--- config.mk ---
export PLATFORM = sky130hd
export DESIGN_NAME = multi_alarm_timer_table
export DESIGN_NICKNAME = d
export VERILOG_FILES = /design/src/mat_pkg.sv /design/src/mat_cell.sv /design/src/mat_slot_unit.sv /design/src/multi_alarm_timer_table.sv
export SDC_FILE = /design/constraint.sdc
export NUM_CORES = 1
export LEC_CHECK = 0
export BUFFER_PORTS_ARGS = -buffer_cell sky130_fd_sc_hd__clkbuf_2
export CORE_MARGIN = 3
export CORE_UTILIZATION = 60
export CTS_CLUSTER_SIZE = 14
export DETAILED_ROUTE_END_ITERATION = 10
export HOLD_SLACK_MARGIN = 0.02
export MAX_ROUTING_LAYER = met4
export PLACE_DENSITY = 0.88
export RECOVER_POWER = 25
export SLEW_MARGIN = 20
export SYNTH_ARGS = -nofsm -noshare
export SYNTH_HDL_FRONTEND = slang
export SYNTH_SLANG_ARGS = --single-unit
--- constraint.sdc ---
create_clock -name clk -period 20.2 [get_ports clk]
set_input_delay 4.04 -clock clk [delete_from_list [all_inputs] [get_ports clk]]
set_output_delay 4.04 -clock clk [all_outputs]
set_load 0.02 [all_outputs]
--- src/mat_pkg.sv ---
package mat_pkg;

    // Default sizes of the alarm table.
    localparam int SLOTS_DEF     = 16;
    localparam int TIME_BITS_DEF = 16;

    // Request kinds carried on the request channel.
    localparam logic [1:0] REQ_SCHEDULE = 2'd0;
    localparam logic [1:0] REQ_CANCEL   = 2'd1;
    localparam logic [1:0] REQ_TICK     = 2'd2;
    localparam logic [1:0] REQ_UNKNOWN  = 2'd3;   // taken and ignored

    // Event kinds carried on the result channel.
    localparam logic [2:0] EVT_SCHEDULED = 3'd0;
    localparam logic [2:0] EVT_FULL      = 3'd1;
    localparam logic [2:0] EVT_CANCELLED = 3'd2;
    localparam logic [2:0] EVT_NOT_FOUND = 3'd3;
    localparam logic [2:0] EVT_FIRED     = 3'd4;
    localparam logic [2:0] EVT_QUIET     = 3'd5;

    // Sequencer states.
    typedef enum logic [1:0] {
        ST_IDLE,
        ST_SWEEP,
        ST_EMIT,
        ST_SCAN
    } mat_state_t;

    // Control from the sequencer to the slot unit at the head of the ring.
    typedef struct packed {
        logic       sweep;    // update pass over all slots
        logic       scan;     // report pass over fired slots
        logic [1:0] req;      // request kind being processed
        logic       claimed;  // a free slot or a cancel match was already taken
        logic       emit;     // the head slot is reported in this cycle
    } mat_ctrl_t;

    // Status from the slot unit back to the sequencer.
    typedef struct packed {
        logic hit;   // head slot was claimed or cancelled
        logic fire;  // head slot fired on this tick
    } mat_stat_t;

endpackage

--- src/mat_cell.sv ---
module mat_cell
    import mat_pkg::*;
#(
    parameter int TIME_BITS = TIME_BITS_DEF
)
(
    input  logic                 clk,
    input  logic                 rst_n,
    input  logic                 shift,
    input  logic                 src_live,
    input  logic                 src_fired,
    input  logic [TIME_BITS-1:0] src_rem,
    input  logic [15:0]          src_ident,
    output logic                 live,
    output logic                 fired,
    output logic [TIME_BITS-1:0] rem,
    output logic [15:0]          ident
);

    logic                 live_reg;
    logic                 fired_reg;
    logic [TIME_BITS-1:0] rem_reg;
    logic [15:0]          ident_reg;

    // Flags of the slot held in this stage.
    always_ff @(posedge clk or negedge rst_n)
    begin
        if (!rst_n)
        begin
            live_reg  <= 1'b0;
            fired_reg <= 1'b0;
        end
        else if (shift)
        begin
            live_reg  <= src_live;
            fired_reg <= src_fired;
        end
    end

    // Payload of the slot; only meaningful while the slot is live or fired.
    always_ff @(posedge clk)
    begin
        if (shift)
        begin
            rem_reg   <= src_rem;
            ident_reg <= src_ident;
        end
    end

    assign live  = live_reg;
    assign fired = fired_reg;
    assign rem   = rem_reg;
    assign ident = ident_reg;

endmodule

--- src/mat_slot_unit.sv ---
module mat_slot_unit
    import mat_pkg::*;
#(
    parameter int TIME_BITS = TIME_BITS_DEF
)
(
    input  mat_ctrl_t            ctrl,
    input  logic [15:0]          secs,
    input  logic [15:0]          target,
    input  logic [15:0]          new_id,
    input  logic [TIME_BITS-1:0] best,
    input  logic                 in_live,
    input  logic                 in_fired,
    input  logic [TIME_BITS-1:0] in_rem,
    input  logic [15:0]          in_ident,
    output logic                 out_live,
    output logic                 out_fired,
    output logic [TIME_BITS-1:0] out_rem,
    output logic [15:0]          out_ident,
    output logic [TIME_BITS-1:0] best_next,
    output mat_stat_t            stat
);

    localparam int CW = (TIME_BITS > 16) ? TIME_BITS : 16;

    logic [CW-1:0]        secs_w;
    logic [CW-1:0]        rem_w;
    logic [CW-1:0]        tmax_w;
    logic [CW-1:0]        diff_w;
    logic [TIME_BITS-1:0] delay_sat;

    // Common-width views of the delay and the remaining time.
    always_comb
    begin
        secs_w    = CW'(secs);
        rem_w     = CW'(in_rem);
        tmax_w    = CW'({TIME_BITS{1'b1}});
        diff_w    = rem_w - secs_w;
        delay_sat = (secs_w > tmax_w) ? {TIME_BITS{1'b1}} : secs_w[TIME_BITS-1:0];
    end

    // Update of the slot passing the head of the ring.
    always_comb
    begin
        out_live  = in_live;
        out_fired = in_fired;
        out_rem   = in_rem;
        out_ident = in_ident;
        stat      = '0;
        if (ctrl.sweep)
        begin
            case (ctrl.req)
                REQ_SCHEDULE:
                begin
                    if (!in_live && !ctrl.claimed)
                    begin
                        out_live  = 1'b1;
                        out_fired = 1'b0;
                        out_rem   = delay_sat;
                        out_ident = new_id;
                        stat.hit  = 1'b1;
                    end
                end
                REQ_CANCEL:
                begin
                    if (in_live && !ctrl.claimed && in_ident == target)
                    begin
                        out_live = 1'b0;
                        stat.hit = 1'b1;
                    end
                end
                REQ_TICK:
                begin
                    if (in_live)
                    begin
                        if (secs_w >= rem_w)
                        begin
                            out_live  = 1'b0;
                            out_fired = 1'b1;
                            out_rem   = '0;
                            stat.fire = 1'b1;
                        end
                        else
                        begin
                            out_rem = diff_w[TIME_BITS-1:0];
                        end
                    end
                end
                default:
                begin
                    out_live = in_live;
                end
            endcase
        end
        else if (ctrl.scan && ctrl.emit)
        begin
            out_fired = 1'b0;
        end
    end

    // Running minimum of the nonzero remaining times after the update.
    always_comb
    begin
        best_next = best;
        if (ctrl.sweep && out_live && out_rem != '0 && (best == '0 || out_rem < best))
        begin
            best_next = out_rem;
        end
    end

endmodule

--- src/multi_alarm_timer_table.sv ---
// Channel   Direction  Handshake           Payload
// s_*       in         s_tvalid/s_tready   tuser: req_type; tdata: seconds, target_id
// m_*       out        m_tvalid/m_tready   tuser: event_kind; tdata: alarm_id,
//                                          next_remaining; tlast: last
//
// The slots sit in a ring of SLOTS cells that rotates past a single update unit one
// slot per cycle, except while a fired slot waits at the head for a stalled result.
// Every schedule, cancel or tick request costs one full rotation; unknown requests
// are taken and ignored. Schedule, cancel and quiet ticks then load one result once
// the result register is free. A tick that fires alarms instead makes a second
// rotation that reports them.
// Reset clears all live flags and the id counter; no clearing pass is needed.
// A stalled result holds the rotation only while a fired slot waits at the head.
module multi_alarm_timer_table
    import mat_pkg::*;
#(
    parameter int SLOTS     = SLOTS_DEF,
    parameter int TIME_BITS = TIME_BITS_DEF
)
(
    input  logic        clk,
    input  logic        rst_n,
    input  logic        s_tvalid,
    output logic        s_tready,
    input  logic [31:0] s_tdata,   // [15:0] seconds, [31:16] target_id
    input  logic [1:0]  s_tuser,   // [1:0] req_type
    output logic        m_tvalid,
    input  logic        m_tready,
    output logic [31:0] m_tdata,   // [15:0] alarm_id, [31:16] next_remaining
    output logic [2:0]  m_tuser,   // [2:0] event_kind
    output logic        m_tlast
);

    localparam int CNT_W = (SLOTS > 1) ? $clog2(SLOTS) : 1;
    localparam int FC_W  = $clog2(SLOTS + 1);
    localparam int CW    = (TIME_BITS > 16) ? TIME_BITS : 16;

    // Ring of slot cells.
    logic                 c_live  [SLOTS];
    logic                 c_fired [SLOTS];
    logic [TIME_BITS-1:0] c_rem   [SLOTS];
    logic [15:0]          c_ident [SLOTS];

    // Head update unit outputs.
    logic                 h_live;
    logic                 h_fired;
    logic [TIME_BITS-1:0] h_rem;
    logic [15:0]          h_ident;
    logic [TIME_BITS-1:0] best_upd;
    mat_stat_t            stat;
    mat_ctrl_t            ctrl;
    logic                 shift;

    // Sequencer registers.
    mat_state_t           state_reg, state_next;
    logic [CNT_W-1:0]     cnt_reg, cnt_next;
    logic [1:0]           req_reg, req_next;
    logic [15:0]          secs_reg, secs_next;
    logic [15:0]          target_reg, target_next;
    logic [15:0]          new_id_reg, new_id_next;
    logic [15:0]          id_counter_reg, id_counter_next;
    logic                 done_reg, done_next;
    logic [FC_W-1:0]      fire_cnt_reg, fire_cnt_next;
    logic [TIME_BITS-1:0] best_reg, best_next;

    // Result register.
    logic                 out_valid_reg, out_valid_next;
    logic [2:0]           out_kind_reg, out_kind_next;
    logic [15:0]          out_id_reg, out_id_next;
    logic [15:0]          out_rem_reg, out_rem_next;
    logic                 out_last_reg, out_last_next;

    logic                 out_free;
    logic                 accept;
    logic                 last_step;
    logic [CW-1:0]        best_w;
    logic [15:0]          best_sat;
    logic [15:0]          id_inc;

    genvar gi;

    generate
        for (gi = 0; gi < SLOTS; gi++)
        begin : g_cell
            if (gi == SLOTS - 1)
            begin : g_tail
                mat_cell #(.TIME_BITS(TIME_BITS)) u_cell (
                    .clk       (clk),
                    .rst_n     (rst_n),
                    .shift     (shift),
                    .src_live  (h_live),
                    .src_fired (h_fired),
                    .src_rem   (h_rem),
                    .src_ident (h_ident),
                    .live      (c_live[gi]),
                    .fired     (c_fired[gi]),
                    .rem       (c_rem[gi]),
                    .ident     (c_ident[gi])
                );
            end
            else
            begin : g_body
                mat_cell #(.TIME_BITS(TIME_BITS)) u_cell (
                    .clk       (clk),
                    .rst_n     (rst_n),
                    .shift     (shift),
                    .src_live  (c_live[gi+1]),
                    .src_fired (c_fired[gi+1]),
                    .src_rem   (c_rem[gi+1]),
                    .src_ident (c_ident[gi+1]),
                    .live      (c_live[gi]),
                    .fired     (c_fired[gi]),
                    .rem       (c_rem[gi]),
                    .ident     (c_ident[gi])
                );
            end
        end
    endgenerate

    mat_slot_unit #(.TIME_BITS(TIME_BITS)) u_head (
        .ctrl      (ctrl),
        .secs      (secs_reg),
        .target    (target_reg),
        .new_id    (new_id_reg),
        .best      (best_reg),
        .in_live   (c_live[0]),
        .in_fired  (c_fired[0]),
        .in_rem    (c_rem[0]),
        .in_ident  (c_ident[0]),
        .out_live  (h_live),
        .out_fired (h_fired),
        .out_rem   (h_rem),
        .out_ident (h_ident),
        .best_next (best_upd),
        .stat      (stat)
    );

    // Handshake helpers and the saturated minimum for the result.
    always_comb
    begin
        out_free  = !out_valid_reg || m_tready;
        accept    = s_tvalid && s_tready;
        last_step = (cnt_reg == CNT_W'(SLOTS - 1));
        best_w    = CW'(best_reg);
        best_sat  = (best_w > CW'(16'hFFFF)) ? 16'hFFFF : best_w[15:0];
        id_inc    = id_counter_reg + 16'd1;
    end

    // Next state, head control and result loading.
    always_comb
    begin
        state_next      = state_reg;
        cnt_next        = cnt_reg;
        req_next        = req_reg;
        secs_next       = secs_reg;
        target_next     = target_reg;
        new_id_next     = new_id_reg;
        id_counter_next = id_counter_reg;
        done_next       = done_reg;
        fire_cnt_next   = fire_cnt_reg;
        best_next       = best_reg;
        out_valid_next  = m_tready ? 1'b0 : out_valid_reg;
        out_kind_next   = out_kind_reg;
        out_id_next     = out_id_reg;
        out_rem_next    = out_rem_reg;
        out_last_next   = out_last_reg;
        s_tready        = 1'b0;
        shift           = 1'b0;
        ctrl            = '0;
        ctrl.req        = req_reg;
        ctrl.claimed    = done_reg;

        case (state_reg)
            ST_IDLE:
            begin
                s_tready = 1'b1;
                if (accept && s_tuser != REQ_UNKNOWN)
                begin
                    req_next      = s_tuser;
                    secs_next     = s_tdata[15:0];
                    target_next   = s_tdata[31:16];
                    new_id_next   = (id_inc == 16'd0) ? 16'd1 : id_inc;
                    cnt_next      = '0;
                    done_next     = 1'b0;
                    fire_cnt_next = '0;
                    best_next     = '0;
                    state_next    = ST_SWEEP;
                end
            end
            ST_SWEEP:
            begin
                ctrl.sweep    = 1'b1;
                shift         = 1'b1;
                done_next     = done_reg | stat.hit;
                fire_cnt_next = fire_cnt_reg + FC_W'(stat.fire);
                best_next     = best_upd;
                cnt_next      = cnt_reg + CNT_W'(1);
                if (last_step)
                begin
                    cnt_next = '0;
                    if (req_reg == REQ_TICK && fire_cnt_next != '0)
                    begin
                        state_next = ST_SCAN;
                    end
                    else
                    begin
                        state_next = ST_EMIT;
                    end
                end
            end
            ST_EMIT:
            begin
                if (out_free)
                begin
                    out_valid_next = 1'b1;
                    out_rem_next   = best_sat;
                    out_last_next  = 1'b1;
                    case (req_reg)
                        REQ_SCHEDULE:
                        begin
                            out_kind_next = done_reg ? EVT_SCHEDULED : EVT_FULL;
                            out_id_next   = done_reg ? new_id_reg : 16'd0;
                            if (done_reg)
                            begin
                                id_counter_next = new_id_reg;
                            end
                        end
                        REQ_CANCEL:
                        begin
                            out_kind_next = done_reg ? EVT_CANCELLED : EVT_NOT_FOUND;
                            out_id_next   = done_reg ? target_reg : 16'd0;
                        end
                        default:
                        begin
                            out_kind_next = EVT_QUIET;
                            out_id_next   = 16'd0;
                        end
                    endcase
                    state_next = ST_IDLE;
                end
            end
            ST_SCAN:
            begin
                ctrl.scan = 1'b1;
                ctrl.emit = c_fired[0] && out_free;
                shift     = !c_fired[0] || out_free;
                if (ctrl.emit)
                begin
                    out_valid_next = 1'b1;
                    out_kind_next  = EVT_FIRED;
                    out_id_next    = c_ident[0];
                    out_rem_next   = best_sat;
                    out_last_next  = (fire_cnt_reg == FC_W'(1));
                    fire_cnt_next  = fire_cnt_reg - FC_W'(1);
                end
                if (shift)
                begin
                    cnt_next = cnt_reg + CNT_W'(1);
                    if (last_step)
                    begin
                        cnt_next   = '0;
                        state_next = ST_IDLE;
                    end
                end
            end
            default:
            begin
                state_next = ST_IDLE;
            end
        endcase
    end

    // Control registers.
    always_ff @(posedge clk or negedge rst_n)
    begin
        if (!rst_n)
        begin
            state_reg      <= ST_IDLE;
            cnt_reg        <= '0;
            id_counter_reg <= '0;
            done_reg       <= 1'b0;
            fire_cnt_reg   <= '0;
            out_valid_reg  <= 1'b0;
        end
        else
        begin
            state_reg      <= state_next;
            cnt_reg        <= cnt_next;
            id_counter_reg <= id_counter_next;
            done_reg       <= done_next;
            fire_cnt_reg   <= fire_cnt_next;
            out_valid_reg  <= out_valid_next;
        end
    end

    // Request and result payload registers.
    always_ff @(posedge clk)
    begin
        req_reg      <= req_next;
        secs_reg     <= secs_next;
        target_reg   <= target_next;
        new_id_reg   <= new_id_next;
        best_reg     <= best_next;
        out_kind_reg <= out_kind_next;
        out_id_reg   <= out_id_next;
        out_rem_reg  <= out_rem_next;
        out_last_reg <= out_last_next;
    end

    assign m_tvalid = out_valid_reg;
    assign m_tdata  = {out_rem_reg, out_id_reg};
    assign m_tuser  = out_kind_reg;
    assign m_tlast  = out_last_reg;

endmodule

==> flow_summary.toml, run 1 <==
[setup_path]
required_ns = 20.43
cpPeakStageDelay_ns = 0.76
crit_chain = "clkbuf_2 -> nand2b_1 -> o21ai_2 -> buf_4 -> inv_8 -> buf_6 -> buf_6 -> buf_4"
cp-end-kind = "flip-flop"
r2r_setup_slack_ns = 14.77
r2r_cells = 19
critPathKind = "in -> reg"
r2r-start = "g_cell[0].g_body.u_cell.rem[9]"
cp-start-kind = "input pin"
crit_fanout = 141
cpMaxStageDelayCell = "buf_4"
r2r_end = "best_reg[15]"
worst_ep_arrival_time_ns = 7.73

[logic_synthesis]
synthFlopType = "edfxtp_1"
synth_top_area_share_pct = 76.6
syn_avg_cell_area_um2 = 17.6
ys_warn_count = 0
synth_area_leaders = "edfxtp_1 (77%), dfrtp_1 (6.3%), nand2_1 (3.0%)"
ys_types = 64
synth-edff-count = 614
yosysSeqAreaShare_pct = 83.0
synth_top_area_cell = "edfxtp_1"
netlist_area_mm2 = 0.0241
synth_fp_nets = 1446
ys_seq_elements = 675
syn_inst = 1369
synthArstFlopShare_pct = 9.04

[drt]
wl_met3_um = 3770
ant_nets = 0
drt_iter0_markers = 1503
totalWireLength_um = 44700
wl_met1_um = 18100
dr_wl_met2_um = 21400
vias_per_cell = 5.84
wl_per_cell_um = 21.7
num_vias = 12000
routed.top_layer = "met4"
drtPass1Iterations = 6
drc = 0

[floorplanning]
dieWidth_um = 206
core_mm2 = 0.0391
start_util_pct = 61.5
ioPinCount = 76
die_area_mm2 = 0.0425
die_y_um = 206
num_rows = 72

[sta]
timing.fmax_mhz = 133
finalSetupTns_ns = 0
slew_viol_final = 0
worstMarginPinSlew_ns = 1.11
slew_headroom_pct = 25.7
hold_viol = 0
finClkSkew_ns = 0.0243
rsz0062_at_grt = "no"
setup_viol = 0
setup_slack_ns = 12.70
post-route-period-util_pct = 37.1
fin_crit_ns = 7.50

[finish]
n_antenna_cell = 0
final_area_mm2 = 0.0271
drive_gt1_share_pct = 13.4
layout.nets = 1568
syn_to_final_growth_pct = 12.5

[place]
place_ws_ns = 11.48
place_congestion = 0.932
dp_hpwl_um = 25900
io_buffers = 75
place_area_mm2 = 0.0251

[clock_tree]
ctsResizeCount = 0
cts_root_buf = "clkbuf_16"
cts_buffers = 61
cts_tree = "done"
hold_buffers = 0
ctsLongestPathBuffers = 3
cts.sinks = 675
clkTransAtPathRegs_ns = 0.06
worst_skew_pair.late_latency_ns = 0.62
cts_setup_buffers = 0
cts_max_level = 2

[power_and_ir_drop]
power.density_mw_per_mm2 = 171
ir_drop_mv = 0.0944
p_leak_nw = 10.0
p_total_mw = 4.62

[worst_hold_path]
hold-path-endpoint = "g_cell[6].g_body.u_cell.rem[6]"
hold_path_class = "reg -> reg"
hold_depth = 0
hold_start = "g_cell[7].g_body.u_cell.rem[6]"

[global_route]
grt-ovfl-total = 0
track_usage_pct = 22.1
grt_antenna_before_repair = 1
grt_pass1_vias = 12000
grt_start_max_net_pins = 142
grt_pass1_wl_um = 68500

[outcome]
status = "finished clean"

[job]
cap_violations = 0
-- logic make-up after synthesis --
| kind of cell | synth area share (%) |
|---|---|
| flops | 83.0 |
| simple gates | 6.16 |
| compound gates | 4.21 |
| buf+inv | 1.45 |
| xor+xnor | 1.60 |
| fa+ha+maj | 2.06 |
| mux | 1.54 |
-- synth_stat cells, types with 4 or more instances --
cell and number:
a222oi_1 4, a21o_1 17, dfrtp_1 61, mux2i_1 19, nand2_1 194, inv_1 56, a31oi_1 4, nand4_1 16
a21oi_1 24, nand3_1 18, nor4_1 10, a211oi_1 6, nor2_1 47, o21ai_0 47, nand2b_1 7, edfxtp_1 614
nor2b_1 9, and2_1 8, xnor2_1 23, clkbuf_1 28, mux2_2 16, xor2_1 21, nor3_1 12, a22oi_1 5
ha_1 38
-- per-layer routing --
| metal | GRT usage [%] | vias up |
|---|---|---|
| li1 | - | 5369 |
| met1 | 30.3 | 5964 |
| met2 | 33.5 | 564 |
| met3 | 5.45 | 118 |
| met4 | 7.20 | 0 |
| met5 | - | - |
-- power breakdown --
| group | switching (mW) | internal (mW) | total (mW) |
|---|---|---|---|
| sequential | 0.258 | 2.36 | 2.62 |
| clock | 0.485 | 0.640 | 1.13 |
| combinational | 0.623 | 0.250 | 0.873 |
| total | 1.37 | 3.25 | 4.62 |
-- worst max path at each step --
stage / from / end / slack [ns]
after detailed placement: m_tready / g_cell[0].g_body.u_cell.ident[12] / 11.48
after floorplan: m_tready / g_cell[0].g_body.u_cell.ident[0] / 0.69
after global routing: m_tready / g_cell[1].g_body.u_cell.ident[11] / 12.38
after global placement: m_tready / g_cell[1].g_body.u_cell.ident[13] / 11.77
after CTS: m_tready / g_cell[13].g_body.u_cell.ident[11] / 12.13
final: m_tready / g_cell[11].g_body.u_cell.ident[13] / 12.70
-- through the flow --
| step | instances | hold slack, ns | utilization, % |
|---|---|---|---|
| finish | 2056 | 0.403 | 69.2 |
| global placement | 1945 | 0.400 | 64.2 |
| floorplan | 1369 | 0.400 | - |
| global route | 2056 | 0.416 | 69.2 |
| CTS | 2056 | 0.401 | 69.2 |
| detailed placement | 1946 | 0.405 | 64.3 |
-- cells in the final DEF, fill, tap and decap left out, drive strengths merged, types with 3 or more instances in the layout --
| master | synthesis | layout |
|---|---|---|
| a211oi | 6 | 6 |
| a21o | 17 | 17 |
| a21oi | 25 | 25 |
| a222oi | 4 | 4 |
| a22o | 3 | 3 |
| a22oi | 5 | 5 |
| a31oi | 4 | 4 |
| a41oi | 3 | 3 |
| and2 | 8 | 8 |
| buf | 5 | 17 |
| bufinv | 0 | 4 |
| clkbuf | 28 | 163 |
| clkinv | 1 | 16 |
| dfrtp | 61 | 61 |
| edfxtp | 614 | 614 |
| ha | 38 | 38 |
| inv | 56 | 59 |
| mux2 | 16 | 16 |
| mux2i | 19 | 19 |
| nand2 | 194 | 194 |
| nand2b | 7 | 7 |
| nand3 | 18 | 18 |
| nand4 | 16 | 16 |
| nor2 | 47 | 47 |
| nor2b | 9 | 9 |
| nor3 | 12 | 12 |
| nor4 | 11 | 11 |
| o211ai | 3 | 3 |
| o21a | 3 | 3 |
| o21ai | 50 | 50 |
| o221ai | 3 | 3 |
| o22ai | 3 | 3 |
| or3 | 3 | 3 |
| xnor2 | 23 | 23 |
| xor2 | 21 | 21 |
-- area by class of cell --
cell class | instances | area, um^2
Clock buffer | 88 | 1720
Clock inverter | 22 | 214
Fill cell | 2340 | 12000
Inverter | 57 | 221
Multi-Input combinational cell | 604 | 3760
Sequential cell | 675 | 20000
Tap cell | 518 | 648
Timing Repair Buffer | 92 | 534
-- critical path: cells and delay by family --
| kind | cells | cell delay [ns] |
|---|---|---|
| AND/OR/NAND/NOR | 1 | 0.26 |
| buffers and inverters | 6 | 3.18 |
| AO/OA/AOI/OAI | 1 | 0.10 |
Power figures use the tool's default switching activity.
==> run 2: changes to the inputs <==
--- a/config.mk
+++ b/config.mk
@@ -5,14 +5,15 @@
 export SDC_FILE = /design/constraint.sdc
 export NUM_CORES = 1
 export LEC_CHECK = 0
+export ABC_AREA = 1
 export BUFFER_PORTS_ARGS = -buffer_cell sky130_fd_sc_hd__clkbuf_2
 export CORE_MARGIN = 3
-export CORE_UTILIZATION = 60
+export CORE_UTILIZATION = 55
 export CTS_CLUSTER_SIZE = 14
 export DETAILED_ROUTE_END_ITERATION = 10
 export HOLD_SLACK_MARGIN = 0.02
 export MAX_ROUTING_LAYER = met4
-export PLACE_DENSITY = 0.88
+export PLACE_DENSITY = 0.86
 export RECOVER_POWER = 25
 export SLEW_MARGIN = 20
 export SYNTH_ARGS = -nofsm -noshare
==> constraint.sdc (replaced) <==
create_clock -name clk -period 6.8 [get_ports clk]
set_input_delay 1.36 -clock clk [delete_from_list [all_inputs] [get_ports clk]]
set_output_delay 1.36 -clock clk [all_outputs]
set_load 0.02 [all_outputs]
==> run 2 against run 1 <==
Sequential share of layout area is 1.3 points lower. Power grew to 3.0 times the previous value. Synthesized cell count up 11%. Sequential cell count is the same. Via count rose by 1.8%. Die area increased by 10%.
==> flow_summary.toml, run 2 <==
[outcome]
status = "finished clean"

[floorplanning]
ioPinCount = 76
start_util_pct = 56.1
die_y_um = 217
dieWidth_um = 217
num_rows = 76
die_area_mm2 = 0.0469
core_mm2 = 0.0435

[logic_synthesis]
yosysSeqAreaShare_pct = 81.9
ys_warn_count = 0
syn_avg_cell_area_um2 = 16.0
synth_top_area_cell = "edfxtp_1"
synth-edff-count = 614
ys_types = 59
synth_most_common_cell = "edfxtp_1"
synth_top_area_share_pct = 75.6
synth_fp_nets = 1603
synthFlopType = "edfxtp_1"
synthArstFlopShare_pct = 9.04
synth_area_leaders = "edfxtp_1 (76%), dfrtp_1 (6.3%), nand2_1 (3.2%)"
syn_inst = 1526
ys_seq_elements = 675
synth_common_cells = "edfxtp_1 (614), nand2_1 (206), inv_1 (168), o21ai_0 (89), nor2_1 (65)"
netlist_area_mm2 = 0.0244

[clock_tree]
ctsLongestPathBuffers = 3
cts_buffers = 66
cts_root_buf = "clkbuf_16"
cts_setup_buffers = 0
worst_skew_pair.late_latency_ns = 0.58
cts_max_level = 3
cts_tree = "done"
hold_buffers = 0
cts.sinks = 675
ctsResizeCount = 0
clkTransAtPathRegs_ns = 0.06

[sta]
rsz0062_at_grt = "no"
finClkSkew_ns = 0.0150
setup_viol = 0
finalSetupTns_ns = 0
fin_crit_ns = 4.46
hold_viol = 0
slew_headroom_pct = 29.0
post-route-period-util_pct = 65.5
slew_viol_final = 0
timing.fmax_mhz = 224
worstMarginPinSlew_ns = 1.07

[global_route]
grt-ovfl-total = 0
grt_pass1_vias = 12100
grt_start_max_net_pins = 188
track_usage_pct = 19.3
grt_pass1_wl_um = 67500
grt_antenna_before_repair = 4

[setup_path]
r2r-start = "state_reg[0]"
cp-end-kind = "flip-flop"
required_ns = 7.00
crit_fanout = 29
cp-start-kind = "flip-flop"
worst_ep_arrival_time_ns = 4.66
cpMaxStageDelayCell = "dfrtp_1"
cpMostUsedCell = "nand2_1"
critPathKind = "reg -> reg"
crit_chain = "inv_2 -> nor2_2 -> buf_4 -> inv_1 -> nor2_4 -> inv_1 -> a221oi_1 -> nand2_1 -> o21ai_1 -> inv_1 -> ha_1 -> a21oi_1 -> nor2_1 -> a211oi_1 -> o221a_2 -> nand2_1 -> nand2_1 -> nand2_1 -> nand2_1"
startpoint = "state_reg[0]"
cpPeakStageDelay_ns = 0.52

[place]
io_buffers = 75
place_congestion = 0.872
place_area_mm2 = 0.0255
dp_hpwl_um = 26600

[power_and_ir_drop]
power.density_mw_per_mm2 = 504
p_leak_nw = 10.4
ir_drop_mv = 0.387

[finish]
syn_to_final_growth_pct = 13.0
final_common_cell = "edfxtp_1"
mostFrequentLayoutCells = "edfxtp_1 (614), nand2_1 (206), inv_1 (167)"
drive_gt1_share_pct = 12.5
layout.nets = 1726
final_area_mm2 = 0.0276

[drt]
wl_per_cell_um = 18.7
vias_per_cell = 5.35
ant_nets = 0
drt_iter0_markers = 1393
totalWireLength_um = 42800
drc = 0
drtPass1Iterations = 5
num_vias = 12200

[worst_hold_path]
hold_path_class = "reg -> reg"
hold_start = "g_cell[1].g_body.u_cell.ident[5]"

[job]
cap_violations = 0
==> run 2: stage by stage <==
| step | instances | hold WS (ns) | setup WS [ns] | power [mW] | utilization [%] |
|---|---|---|---|---|---|
| 2_1_floorplan | 1526 | 0.400 | 0.434 | 9.60 | - |
| 3_3_place_gp | 2165 | 0.400 | 2.53 | 10.3 | 58.7 |
| 3_5_place_dp | 2165 | 0.405 | 2.36 | 10.5 | 58.7 |
| 4_1_cts | 2282 | 0.413 | 2.37 | 14.0 | 63.4 |
| 5_1_grt | 2285 | 0.416 | 1.92 | 14.7 | 63.4 |
| 6_report | 2285 | 0.406 | 2.34 | 13.9 | 63.4 |
==> run 2: per-layer routing <==
metal	wire [um]	global-route usage (%)
met5	0	-
met4	1200	6.85
met3	2850	3.63
met2	18900	27.3
met1	19900	28.5
==> run 2: logic make-up after synthesis <==
group                      count (synthesis)  synth area share (%)
muxes                                      2                0.0923
adders and majority gates                 39                  2.03
and+or+nand+nor                          353                  6.36
DFF                                      675                  81.9
xor gates and xnor gates                  33                  1.19
buffers and inverters                    203                  3.16
AOI/OAI and AO/OA                        221                  5.31
==> run 2: final timing paths <==
| check | to | slack [ns] | cells past startpoint |
|---|---|---|---|
| hold reg to reg | g_cell[0].g_body.u_cell.ident[5] | 0.41 | 0 |
| min in group asynchronous | id_counter_reg[7] | 0.98 | 2 |
| max in group asynchronous | fire_cnt_reg[1] | 5.28 | 2 |
| hold / removal | g_cell[0].g_body.u_cell.ident[5] | 0.41 | 0 |
| setup reg to reg | best_reg[6] | 2.34 | 19 |
| setup / recovery | best_reg[6] | 2.34 | 19 |
==> run 2: power by group <==
part           switching (mW)  leakage [nW]  internal (mW)
sequential              0.687          6.63           7.04
combinational            2.00          2.78          0.717
clock                    1.47         0.999           1.99
total                    4.16          10.4           9.74
==> run 2: final cells by class <==
cell class / count / area (um^2)
timing repair buffer: 85 / 483
fill: 2945 / 15900
tap: 585 / 732
antenna: 2 / 5.00
inverter: 173 / 652
sequential: 675 / 20000
clock inverter: 30 / 262
multi-input combinational: 648 / 3680
clock buffer: 87 / 1790
==> run 2: worst max-delay path, delay by kind of cell, from the launching register on <==
| family | cells | cell delay (ns) |
|---|---|---|
| flops | 1 | 0.52 |
| simple gates | 8 | 1.10 |
| fa+ha+maj | 1 | 0.30 |
| buf+inv | 5 | 1.17 |
| compound gates | 5 | 0.98 |
==> run 3: changes to the inputs <==
==> constraint.sdc (replaced) <==
create_clock -name clk -period 4.1 [get_ports clk]
set_input_delay 0.82 -clock clk [delete_from_list [all_inputs] [get_ports clk]]
set_output_delay 0.82 -clock clk [all_outputs]
set_load 0.02 [all_outputs]
==> run 3 against run 2 <==
Wire length is 2.1% higher. Largest power group unchanged. Critical endpoint is now best_reg[1]. Final cell count is 1.1% higher. Critical path depth is 7 higher. Worst hold slack worse by 0.012 ns. Combinational power is 79% higher.
==> flow_summary.toml, run 3 (same netlist as run 2, synthesis figures left out) <==
[outcome]
status = "finished clean"

[global_route]
grt_pass1_wl_um = 69300
track_usage_pct = 19.7
grt_antenna_before_repair = 3
grt_start_max_net_pins = 157
grt_pass1_vias = 12400
grt-ovfl-total = 0

[setup_path]
cpMaxStageDelayCell = "edfxtp_1"
crit_fanout = 16
cpPeakStageDelay_ns = 0.37
cp-end-kind = "flip-flop"
cp-start-kind = "flip-flop"
critPathKind = "reg -> reg"
cpMostUsedCell = "nand2_1"
worst_ep_arrival_time_ns = 4.14
required_ns = 4.39

[place]
place_congestion = 0.893
place_area_mm2 = 0.0257
io_buffers = 75
place_ws_ns = 0.167
dp_hpwl_um = 26900

[clock_tree]
cts_max_level = 3
clkTransAtPathRegs_ns = 0.06
hold_buffers = 0
cts_buffers = 68
cts_tree = "done"
cts_root_buf = "clkbuf_16"
ctsLongestPathBuffers = 3
cts.sinks = 675
worst_skew_pair.late_latency_ns = 0.60

[sta]
worstMarginPinSlew_ns = 1.04
post-route-period-util_pct = 93.8
timing.fmax_mhz = 260
rsz0062_at_grt = "no"
setup_viol = 0
hold_viol = 0
finalSetupTns_ns = 0
finClkSkew_ns = 0.0235
setup_slack_ns = 0.254
hold_ws_ns = 0.394
slew_headroom_pct = 30.9
slew_viol_final = 0
fin_crit_ns = 3.85

[drt]
drc = 0
ant_nets = 0
num_vias = 12500
wl_per_cell_um = 18.9
drt_iter0_markers = 1333
drtPass1Iterations = 6
vias_per_cell = 5.41
totalWireLength_um = 43700

[finish]
final_common_cell = "edfxtp_1"
drive_gt1_share_pct = 13.8
layout.nets = 1751
syn_to_final_growth_pct = 14.4
final_area_mm2 = 0.0279
fill_cells = 2969
mostFrequentLayoutCells = "edfxtp_1 (614), nand2_1 (206), inv_1 (164)"

[power_and_ir_drop]
ir_drop_mv = 0.581
power.density_mw_per_mm2 = 842
p_leak_nw = 10.5
p_total_mw = 23.5

[floorplanning]
dieWidth_um = 217
die_area_mm2 = 0.0469
num_rows = 76
ioPinCount = 76
core_mm2 = 0.0435
start_util_pct = 56.1
die_y_um = 217

[job]
cap_violations = 0

[worst_hold_path]
hold_path_class = "in -> async"
run 3: area by class of cell:
type	instances	area, um^2	share of cell area, %
flip-flops and latches	675	20000	71.6
clock buffers	86	1820	6.53
well taps	585	732	2.62
inverters	173	652	2.34
clock inverters	34	329	1.18
repair buffers	108	684	2.45
diodes	1	2.50	0.00897
multi-input cells	648	3710	13.3
run 3: worst max-delay path: cells and delay by family, from the launching register on:
family	cells	cell delay, ns
buf+inv	5	0.56
flops	1	0.37
simple gates	15	1.10
fa+ha+maj	3	0.90
compound gates	3	0.58
run 3: final timing paths:
| path | slack (ns) | cells past startpoint | end | start |
|---|---|---|---|---|
| worst max register to register | 0.25 | 26 | best_reg[1] | g_cell[0].g_body.u_cell.rem[0] |
| worst min register to register | 0.40 | 0 | g_cell[14].g_body.u_cell.rem[6] | g_cell[15].g_tail.u_cell.rem[6] |
| worst min-delay path | 0.39 | 1 | g_cell[4].g_body.u_cell.fired | rst_n |
| min in group clk | 0.40 | 1 | secs_reg[5] | s_tdata[5] |
| worst max-delay path | 0.25 | 26 | best_reg[1] | g_cell[0].g_body.u_cell.rem[0] |
| max in group asynchronous | 2.51 | 2 | g_cell[15].g_tail.u_cell.live | rst_n |
run 3: power by group:
part	leakage (nW)	internal, mW	switching, mW	total, mW
sequential	6.63	11.6	1.07	12.7
combinational	2.87	1.38	3.48	4.86
clock	1.04	3.38	2.55	5.92
run 3: through the flow:
stage               std cells  utilization [%]
floorplan                1526                -
detailed placement       2184             59.1
finish                   2310             64.2
global placement         2184             59.1
CTS                      2304             64.0
global route             2310             64.2
run 3: what timing repair did:
action | in CTS | in global routing
resized for setup | 0 | 12
hold endpoints to repair | 0 | 0
endpoints found under the setup margin | 0 | 16
setup buffers | 0 | 5
run 3: routing by layer:
metal	share of wire (%)	track usage [%]	routed length, um
met4	2.8	7.20	1220
met5	0	-	0
met2	45	28.0	19900
met1	46	28.8	20100
met3	5.9	3.84	2590
